`config.mk`:
```
export PLATFORM = sky130hd
export DESIGN_NAME = bitmap_run_allocator_top
export DESIGN_NICKNAME = d
export VERILOG_FILES = /design/src/rtl/bra_pkg.sv /design/src/rtl/bra_ram.sv /design/src/rtl/bra_dp.sv /design/src/rtl/bra_ctrl.sv /design/src/rtl/bitmap_run_allocator_top.sv
export SDC_FILE = /design/constraint.sdc
export NUM_CORES = 1
export LEC_CHECK = 0
export ABC_AREA = 1
export BUFFER_PORTS_ARGS = -buffer_cell sky130_fd_sc_hd__buf_2
export CORE_MARGIN = 2
export CORE_UTILIZATION = 29
export DETAILED_ROUTE_END_ITERATION = 12
export PLACE_DENSITY = 0.5
export SETUP_SLACK_MARGIN = 0.4
export SYNTH_ARGS = -nofsm -noshare
export SYNTH_HDL_FRONTEND = slang
export SYNTH_HIERARCHICAL = 1
export SYNTH_SLANG_ARGS = --single-unit
```
`constraint.sdc`:
```
create_clock -name clk -period 8.2 [get_ports clk]
set_input_delay 0.41 -clock clk [delete_from_list [all_inputs] [get_ports clk]]
set_output_delay 0.41 -clock clk [all_outputs]
set_load 0.01 [all_outputs]
```
`src/rtl/bra_pkg.sv`:
```
// Shared types and constants for the bitmap run allocator.
// Used by the controller, the datapath and the top level; depends on nothing.
package bra_pkg;

  typedef enum logic [1:0] {
    FUNC_TEST  = 2'd0,
    FUNC_WRITE = 2'd1,
    FUNC_SCAN  = 2'd2,
    FUNC_CLEAR = 2'd3
  } func_t;

  typedef enum logic [1:0] {
    RES_OK      = 2'd0,
    RES_NOFIT   = 2'd1,
    RES_INVALID = 2'd2
  } res_t;

  typedef enum logic [1:0] {
    SRC_NONE  = 2'd0,
    SRC_BIT   = 2'd1,
    SRC_START = 2'd2
  } src_t;

  localparam logic [7:0] BIU_RESET        = 8'd128;
  localparam logic       REG_BYTES_IN_USE = 1'b0;

  typedef struct packed {
    logic load_req;
    logic addr_clr;
    logic addr_inc;
    logic ram_rd;
    logic ram_wr;
    logic use_index;
    logic wr_zero;
    logic scan_init;
    logic scan_issue;
    logic scan_eval;
    logic res_set;
    res_t res_code;
    src_t res_src;
    logic out_load;
  } cmd_t;

  typedef struct packed {
    func_t func;
    logic  index_ok;
    logic  len_zero;
    logic  live_zero;
    logic  sweep_last;
    logic  init_last;
    logic  scan_hit;
    logic  scan_miss;
  } sts_t;

endpackage

```
`src/rtl/bra_ram.sv`:
```
// Generic single-port RAM with a registered read.
// Stands alone; used by the allocator datapath for the mark bytes.
module bra_ram #(
  parameter int WIDTH = 8,
  parameter int DEPTH = 128,
  localparam int AW = (DEPTH > 1) ? $clog2(DEPTH) : 1
) (
  input  logic             clk,
  input  logic             re,
  input  logic             we,
  input  logic [AW-1:0]    addr,
  input  logic [WIDTH-1:0] wdata,
  output logic [WIDTH-1:0] rdata
);

  logic [WIDTH-1:0] mem [DEPTH];

  always_ff @(posedge clk) begin
    if (we) begin
      mem[addr] <= wdata;
    end
    if (re) begin
      rdata <= mem[addr];
    end
  end

endmodule

```
`src/rtl/bra_dp.sv`:
```
// Datapath of the bitmap run allocator: request registers, mark RAM, address
// counter, byte-wide run search and result registers. Uses bra_pkg and bra_ram.
module bra_dp import bra_pkg::*; #(
  parameter int MAP_BYTES = 128
) (
  input  logic        clk,
  input  logic        rst,
  input  cmd_t        cmd,
  output sts_t        sts,
  input  logic [7:0]  bytes_in_use,
  input  logic [1:0]  in_func,
  input  logic [9:0]  in_bit_index,
  input  logic        in_bit_value,
  input  logic [10:0] in_run_length,
  output logic [1:0]  status,
  output logic [9:0]  run_start,
  output logic        bit_read
);

  localparam int AW = (MAP_BYTES > 1) ? $clog2(MAP_BYTES) : 1;
  localparam int BW = $clog2(MAP_BYTES + 1);
  localparam int XW = (BW > 8) ? BW : 8;
  localparam int SW = AW + 3;
  localparam int OW = (SW > 10) ? SW : 10;
  localparam int IW = (AW > 7) ? AW : 7;

  func_t       req_func;
  logic [9:0]  req_index;
  logic        req_value;
  logic [10:0] req_len;

  logic [AW-1:0] addr;
  logic [AW-1:0] eval_addr;
  logic          eval_vld;
  logic          issue_done;
  logic [10:0]   count;
  logic [SW-1:0] run_begin;

  res_t        res_status;
  logic [9:0]  res_start;
  logic        res_bit;

  logic [XW-1:0] live_bytes;
  logic [IW-1:0] req_byte;
  logic [AW-1:0] idx_addr;
  logic          scan_rd;
  logic          ram_re;
  logic [AW-1:0] ram_addr;
  logic [7:0]    ram_wdata;
  logic [7:0]    ram_rdata;
  logic [7:0]    bit_mask;
  logic          sel_bit;

  logic [10:0]   c_count;
  logic [SW-1:0] c_begin;
  logic          c_found;
  logic [SW-1:0] c_start;
  logic [SW-1:0] c_pos;
  logic [OW-1:0] start_x;

  assign live_bytes = (XW'(bytes_in_use) > XW'(MAP_BYTES)) ? XW'(MAP_BYTES)
                                                          : XW'(bytes_in_use);
  assign req_byte   = IW'(req_index[9:3]);
  assign idx_addr   = req_byte[AW-1:0];
  assign bit_mask   = 8'd1 << req_index[2:0];
  assign sel_bit    = ram_rdata[req_index[2:0]];

  assign scan_rd   = cmd.scan_issue && !issue_done;
  assign ram_re    = cmd.ram_rd || scan_rd;
  assign ram_addr  = cmd.use_index ? idx_addr : addr;
  assign ram_wdata = cmd.wr_zero ? 8'd0 :
                     (req_value ? (ram_rdata | bit_mask) : (ram_rdata & ~bit_mask));

  bra_ram #(
    .WIDTH(8),
    .DEPTH(MAP_BYTES)
  ) u_ram (
    .clk  (clk),
    .re   (ram_re),
    .we   (cmd.ram_wr),
    .addr (ram_addr),
    .wdata(ram_wdata),
    .rdata(ram_rdata)
  );

  always_comb begin
    c_count = count;
    c_begin = run_begin;
    c_found = 1'b0;
    c_start = '0;
    c_pos   = '0;
    for (int k = 0; k < 8; k++) begin
      c_pos = {eval_addr, 3'(k)};
      if (!c_found) begin
        if (ram_rdata[k]) begin
          c_count = '0;
          c_begin = c_pos + SW'(1);
        end else begin
          c_count = c_count + 11'd1;
          if (c_count == req_len) begin
            c_found = 1'b1;
            c_start = c_begin;
          end
        end
      end
    end
  end

  assign start_x = OW'(c_start);

  always_comb begin
    sts.func       = req_func;
    sts.index_ok   = XW'(req_index[9:3]) < live_bytes;
    sts.len_zero   = req_len == 11'd0;
    sts.live_zero  = live_bytes == '0;
    sts.sweep_last = (XW'(addr) + XW'(1)) == live_bytes;
    sts.init_last  = addr == AW'(MAP_BYTES - 1);
    sts.scan_hit   = eval_vld && c_found;
    sts.scan_miss  = eval_vld && !c_found && ((XW'(eval_addr) + XW'(1)) == live_bytes);
  end

  always_ff @(posedge clk) begin
    if (rst) begin
      addr       <= '0;
      eval_vld   <= 1'b0;
      issue_done <= 1'b0;
    end else begin
      if (cmd.addr_clr) begin
        addr <= '0;
      end else if (cmd.addr_inc || scan_rd) begin
        addr <= addr + AW'(1);
      end
      eval_vld <= scan_rd;
      if (cmd.scan_init) begin
        issue_done <= 1'b0;
      end else if (scan_rd && sts.sweep_last) begin
        issue_done <= 1'b1;
      end
    end
  end

  always_ff @(posedge clk) begin
    eval_addr <= addr;
    if (cmd.load_req) begin
      req_func  <= func_t'(in_func);
      req_index <= in_bit_index;
      req_value <= in_bit_value;
      req_len   <= in_run_length;
    end
    if (cmd.scan_init) begin
      count     <= '0;
      run_begin <= '0;
    end else if (cmd.scan_eval && eval_vld) begin
      count     <= c_count;
      run_begin <= c_begin;
    end
    if (cmd.res_set) begin
      res_status <= cmd.res_code;
      res_bit    <= (cmd.res_src == SRC_BIT) ? sel_bit : 1'b0;
      res_start  <= (cmd.res_src == SRC_START) ? start_x[9:0] : 10'd0;
    end
    if (cmd.out_load) begin
      status    <= res_status;
      run_start <= res_start;
      bit_read  <= res_bit;
    end
  end

endmodule

```
`src/rtl/bra_ctrl.sv`:
```
// Controller state machine of the bitmap run allocator: sequences the reset
// sweep, each request and the output handshake. Uses bra_pkg.
module bra_ctrl import bra_pkg::*; (
  input  logic clk,
  input  logic rst,
  input  logic s_tvalid,
  output logic s_tready,
  output logic m_tvalid,
  input  logic m_tready,
  input  sts_t sts,
  output cmd_t cmd
);

  typedef enum logic [2:0] {
    ST_INIT,
    ST_IDLE,
    ST_DECODE,
    ST_ACCESS,
    ST_WIPE,
    ST_SCAN,
    ST_DONE
  } state_t;

  state_t state;
  state_t state_next;
  logic   out_free;

  assign s_tready = state == ST_IDLE;
  assign out_free = !m_tvalid || m_tready;

  always_comb begin
    cmd        = '0;
    state_next = state;
    case (state)
      ST_INIT: begin
        cmd.ram_wr   = 1'b1;
        cmd.wr_zero  = 1'b1;
        cmd.addr_inc = 1'b1;
        if (sts.init_last) begin
          state_next = ST_IDLE;
        end
      end
      ST_IDLE: begin
        if (s_tvalid) begin
          cmd.load_req = 1'b1;
          cmd.addr_clr = 1'b1;
          state_next   = ST_DECODE;
        end
      end
      ST_DECODE: begin
        case (sts.func)
          FUNC_TEST, FUNC_WRITE: begin
            if (!sts.index_ok) begin
              cmd.res_set  = 1'b1;
              cmd.res_code = RES_INVALID;
              state_next   = ST_DONE;
            end else begin
              cmd.ram_rd    = 1'b1;
              cmd.use_index = 1'b1;
              state_next    = ST_ACCESS;
            end
          end
          FUNC_SCAN: begin
            if (sts.len_zero) begin
              cmd.res_set  = 1'b1;
              cmd.res_code = RES_INVALID;
              state_next   = ST_DONE;
            end else if (sts.live_zero) begin
              cmd.res_set  = 1'b1;
              cmd.res_code = RES_NOFIT;
              state_next   = ST_DONE;
            end else begin
              cmd.scan_init = 1'b1;
              state_next    = ST_SCAN;
            end
          end
          default: begin
            if (sts.live_zero) begin
              cmd.res_set  = 1'b1;
              cmd.res_code = RES_OK;
              state_next   = ST_DONE;
            end else begin
              state_next = ST_WIPE;
            end
          end
        endcase
      end
      ST_ACCESS: begin
        cmd.res_set  = 1'b1;
        cmd.res_code = RES_OK;
        if (sts.func == FUNC_TEST) begin
          cmd.res_src = SRC_BIT;
        end else begin
          cmd.ram_wr    = 1'b1;
          cmd.use_index = 1'b1;
        end
        state_next = ST_DONE;
      end
      ST_WIPE: begin
        cmd.ram_wr   = 1'b1;
        cmd.wr_zero  = 1'b1;
        cmd.addr_inc = 1'b1;
        if (sts.sweep_last) begin
          cmd.res_set  = 1'b1;
          cmd.res_code = RES_OK;
          state_next   = ST_DONE;
        end
      end
      ST_SCAN: begin
        cmd.scan_issue = 1'b1;
        cmd.scan_eval  = 1'b1;
        if (sts.scan_hit) begin
          cmd.res_set  = 1'b1;
          cmd.res_code = RES_OK;
          cmd.res_src  = SRC_START;
          state_next   = ST_DONE;
        end else if (sts.scan_miss) begin
          cmd.res_set  = 1'b1;
          cmd.res_code = RES_NOFIT;
          state_next   = ST_DONE;
        end
      end
      ST_DONE: begin
        if (out_free) begin
          cmd.out_load = 1'b1;
          state_next   = ST_IDLE;
        end
      end
      default: begin
        state_next = ST_IDLE;
      end
    endcase
  end

  always_ff @(posedge clk) begin
    if (rst) begin
      state    <= ST_INIT;
      m_tvalid <= 1'b0;
    end else begin
      state <= state_next;
      if (cmd.out_load) begin
        m_tvalid <= 1'b1;
      end else if (m_tready) begin
        m_tvalid <= 1'b0;
      end
    end
  end

`ifndef SYNTHESIS
  a_load_when_free: assert property (@(posedge clk) disable iff (rst)
    cmd.out_load |-> (!m_tvalid || m_tready))
    else $error("result loaded over an unread result");

  a_one_request: assert property (@(posedge clk) disable iff (rst)
    (s_tvalid && s_tready) |=> !s_tready)
    else $error("second request taken while one is in progress");

  a_no_write_in_scan: assert property (@(posedge clk) disable iff (rst)
    !(cmd.ram_wr && cmd.scan_issue))
    else $error("mark write during a scan");

  a_valid_from_load: assert property (@(posedge clk) disable iff (rst)
    $rose(m_tvalid) |-> $past(cmd.out_load))
    else $error("result valid without a result load");
`endif

endmodule

```
`src/rtl/bitmap_run_allocator_top.sv`:
```
// Top level of the bitmap run allocator: stream ports, APB register and the
// controller and datapath. Depends on bra_pkg, bra_ctrl and bra_dp.
//
// First-fit allocator over MAP_BYTES bytes of allocation marks held in one
// single-port RAM. Requests are handled one at a time, and a scan or a clear-all
// walks the bytes in use one RAM access per cycle (a scan stops early when it
// finds its run). After reset the block zeroes the whole RAM, one byte per
// cycle, before it takes its first request; register writes are taken during
// that time. A finished result sits in an output register, and the next
// request is taken while it waits.
module bitmap_run_allocator_top import bra_pkg::*; #(
  parameter int MAP_BYTES = 128
) (
  input  logic        clk,
  input  logic        rst,
  input  logic        s_tvalid,
  output logic        s_tready,
  // [1:0] func, [11:2] bit_index, [12] bit_value, [23:13] run_length
  input  logic [23:0] s_tdata,
  output logic        m_tvalid,
  input  logic        m_tready,
  // [1:0] status, [11:2] run_start, [12] bit_read, [15:13] zero
  output logic [15:0] m_tdata,
  input  logic        psel,
  input  logic        penable,
  input  logic        pwrite,
  input  logic [2:0]  paddr,
  input  logic [31:0] pwdata,
  output logic [31:0] prdata,
  output logic        pready
);

  logic [7:0] bytes_in_use;
  cmd_t       cmd;
  sts_t       sts;
  logic [1:0] status;
  logic [9:0] run_start;
  logic       bit_read;

  assign pready = 1'b1;
  assign prdata = (paddr[2] == REG_BYTES_IN_USE) ? {24'd0, bytes_in_use} : 32'd0;

  always_ff @(posedge clk) begin
    if (rst) begin
      bytes_in_use <= BIU_RESET;
    end else if (psel && penable && pwrite && pready && (paddr[2] == REG_BYTES_IN_USE)) begin
      bytes_in_use <= pwdata[7:0];
    end
  end

  bra_ctrl u_ctrl (
    .clk     (clk),
    .rst     (rst),
    .s_tvalid(s_tvalid),
    .s_tready(s_tready),
    .m_tvalid(m_tvalid),
    .m_tready(m_tready),
    .sts     (sts),
    .cmd     (cmd)
  );

  bra_dp #(
    .MAP_BYTES(MAP_BYTES)
  ) u_dp (
    .clk          (clk),
    .rst          (rst),
    .cmd          (cmd),
    .sts          (sts),
    .bytes_in_use (bytes_in_use),
    .in_func      (s_tdata[1:0]),
    .in_bit_index (s_tdata[11:2]),
    .in_bit_value (s_tdata[12]),
    .in_run_length(s_tdata[23:13]),
    .status       (status),
    .run_start    (run_start),
    .bit_read     (bit_read)
  );

  assign m_tdata = {3'd0, bit_read, run_start, status};

endmodule
```
==> results.py <==
metrics = {
    "outcome": {
        "status": "finished, final reports clean",
    },
    "worst_setup_path": {
        "crit_slowest_cell": "dfxtp_2",
        "critPathArrivalTime_ps": 8280,
        "cpMostUsedCell": "nand2_1",
        "path_max_fanout": 8,
        "cp-end-kind": "register",
        "r2r_cells": 63,
        "endpoint": "u_dp/res_start[8]",
        "r2r-start": "u_dp/count[1]",
        "path_class": "register to register",
        "crit_start": "u_dp/count[1]",
        "r2r-end": "u_dp/res_start[8]",
        "critPathLaunchType": "register",
        "cp_slowest_stage_delay_ps": 330,
        "r2r_slack_ps": 490,
        "crit_required_ps": 8770,
    },
    "power": {
        "p_int_mw": 9.34,
        "netSwitchingFraction": 0.243,
        "p_sw_mw": 3.00,
        "p_per_area_nw_per_um2": 188,
        "power_mw": 12.3,
        "power_frac_seq": 0.507,
        "ir_drop_v": 0.000191,
        "p_leak_nw": 27.2,
        "pwr-share-clk": 0.418,
        "comb_power_share": 0.075,
    },
    "grt": {
        "grtUsageMet3": 0.0214,
        "grt_usage": 0.167,
        "antenna_found_initial": 0,
        "grt_pass1_vias": 41000,
        "grt_pass1_wl_mm": 254,
        "grt_use_met2": 0.272,
        "grt_max_degree": 200,
        "met1_usage": 0.230,
        "grt-ovfl-total": 0,
        "top_usage_layer": "met2",
    },
    "logic_synthesis": {
        "synth_area_sq_um": 56300,
        "yosysWarningCount": 6,
        "synth.top_cell.area_share": 0.577,
        "synthTopCellsByArea": "edfxtp_1 58%, nand2_1 23%, nor2_1 3.1%, nand3_1 2.6%, inv_1 1.9%",
        "ys_ff_latch": 1131,
        "netlist_instances": 6498,
        "synth_common_cells": "3,432 x nand2_1, 1,082 x edfxtp_1, 458 x nor2_1",
        "synth_ff_type": "edfxtp_1",
        "postSynthAreaPerCell_sq_um": 8.67,
        "synthArstFlopShare": 0,
        "synth_top_area_cell": "edfxtp_1",
        "yosysMostFrequentCell": "nand2_1",
        "synth.distinct_cells": 60,
        "synth_edf_count": 1082,
        "ys_seq_area_frac": 0.594,
    },
    "clock_network": {
        "htree_num_levels": 3,
        "clk_latency_ps": 770,
        "cts_buffers": 120,
        "cts_tree": "yes",
        "cts-root-buf": "clkbuf_16",
        "clkSinkCount": 1131,
        "ctsLongestPathBuffers": 3,
        "clk_pin_slew_ps": 60,
    },
    "timing": {
        "hold_ws_ps": 74.8,
        "fmax_mhz": 130,
        "report.final.slew_viol_count": 0,
        "hold_viol": 0,
        "max_slew.worst_pin.slew_ps": 1320,
        "slew_headroom": 0.110,
        "setup_tns_ps": 0,
        "setup_viol": 0,
        "fin_crit_ps": 7710,
        "setup_ws_ps": 493,
        "final.setup_skew_ps": 71.7,
        "post-route-period-util": 0.940,
        "rsz0062_at_grt": "yes",
    },
    "floorplan": {
        "die_w_um": 445,
        "start_util": 0.292,
        "ios": 117,
        "die_y_um": 445,
        "core_sq_um": 193000,
        "die-area_sq_um": 198000,
        "num_rows": 161,
    },
    "placed_design": {
        "post_dp_cell_area_sq_um": 60200,
        "place_hpwl_mm": 104,
        "portBuffers": 62,
        "place_congestion": 0.876,
        "dp_slack_ps": -74.2,
        "placed_cells": 9039,
    },
    "cells_and_area": {
        "drive_above_1_share": 0.129,
        "post-route-util": 0.340,
        "final-instance-count-excl-fill": 9343,
        "fillCellCount": 19900,
        "syn_to_final_growth_pct": 16.3,
        "fin_nets": 6796,
        "final_area_sq_um": 65500,
    },
    "flow_run": {
        "drv_cap": 0,
    },
    "routing": {
        "drc": 0,
        "via_per_inst": 4.63,
        "drtIter0Drc": 3603,
        "vias": 43300,
        "wirelength_mm": 170,
        "antenna_left": 0,
        "wire_per_inst_um": 18.2,
        "dr.pass1.iters": 7,
    },
    "min_path": {
        "min_path_type": "primary input to register",
        "min_path_cells": 5,
    },
}
layout by cell type (no fill, tap or decap), drive strengths merged, types with 3 or more instances in the layout:
cell type    instances
nand2             3497
edfxtp            1082
nor2               517
buf                340
inv                312
nand3              310
clkbuf             151
o21ai              149
a21oi               81
clkinv              74
dfxtp               49
nand4               43
dlygate4sd3         35
conb                28
xor2                24
nor3                17
ha                  16
or2                 12
o22ai               11
o211ai              10
nand3b               9
mux2i                7
a211oi               6
o21a                 5
bufinv               4
o221ai               4
clkinvlp             3
xnor2                3
nor4                 3
logic make-up (layout without fill, tap and decap cells):
family | Yosys count | in the layout | synth area share
simple gates | 4407 | 4408 | 0.316
flops | 1131 | 1131 | 0.594
buf+inv | 628 | 919 | 0.0523
compound gates | 279 | 279 | 0.0282
xor+xnor | 27 | 27 | 0.00420
fa+ha+maj | 16 | 16 | 0.00355
mux | 8 | 8 | 0.00144
other cells | 2 | 29 | 0.000133
area by class of cell:
class                   instances  area (sq um)  area share
repair buffers                376          2910      0.0445
well taps                    2526          3160      0.0482
flip-flops and latches       1131         33500       0.511
multi-input cells            4766         21000       0.321
diodes                          1          2.50   0.0000382
clock buffers                 150          3160      0.0482
clock inverters                74           543     0.00829
inverters                     319          1240      0.0189
what timing repair did:
item	4_1_cts	5_1_grt
gates cloned	2	0
pin swaps	60	102
buffers inserted	25	17
gates resized for setup	95	159
setup endpoints to repair	34	49
hold endpoints to repair	38	0
hold buffers	35	0
worst min-delay path by stage:
| stage | from | slack (ps) | endpoint |
|---|---|---|---|
| global placement | u_dp/addr[0] | 370 | u_dp/eval_addr[0] |
| detailed placement | u_dp/addr[1] | 370 | u_dp/eval_addr[1] |
| finish | psel | 70 | bytes_in_use[1] |
| CTS | psel | 20 | bytes_in_use[1] |
| floorplan | u_dp/addr[5] | 350 | u_dp/eval_addr[5] |
| global route | psel | 60 | bytes_in_use[3] |
power by group through the flow:
stage | Sequential (mW) | Clock [mW] | Combinational, mW
global route | 6.26 | 5.50 | 1.04
floorplan | 6.38 | 0 | 0.627
global placement | 6.38 | 0 | 0.909
CTS | 6.26 | 5.29 | 0.926
finish | 6.26 | 5.15 | 0.924
detailed placement | 6.38 | 0 | 0.910
state kept, by name, indices dropped and copies added (netlist names), 3 cells and up:
name / cells
u_dp/run_start: 10
u_ctrl/state: 3
u_dp/addr: 7
u_dp/u_ram/mem: 1024
bytes_in_use: 8
u_dp/res_start: 10
u_dp/count: 11
u_dp/req_index: 10
u_dp/run_begin: 10
u_dp/req_len: 11
u_dp/eval_addr: 7
u_dp/u_ram/rdata: 8
metal layers:
layer,vias up,part of all wire
li1,21400,-
met1,20600,0.46
met2,1019,0.47
met3,260,0.048
met4,0,0.029
met5,-,0
critical path: cells and delay by family (launching register included):
kind | cells | cell delay (ps)
compound gates | 3 | 400
flops | 1 | 330
simple gates | 46 | 4640
buf+inv | 11 | 1550
xor+xnor | 1 | 140
fa+ha+maj | 2 | 520
Note: power is estimated with default switching activity, not from simulation.
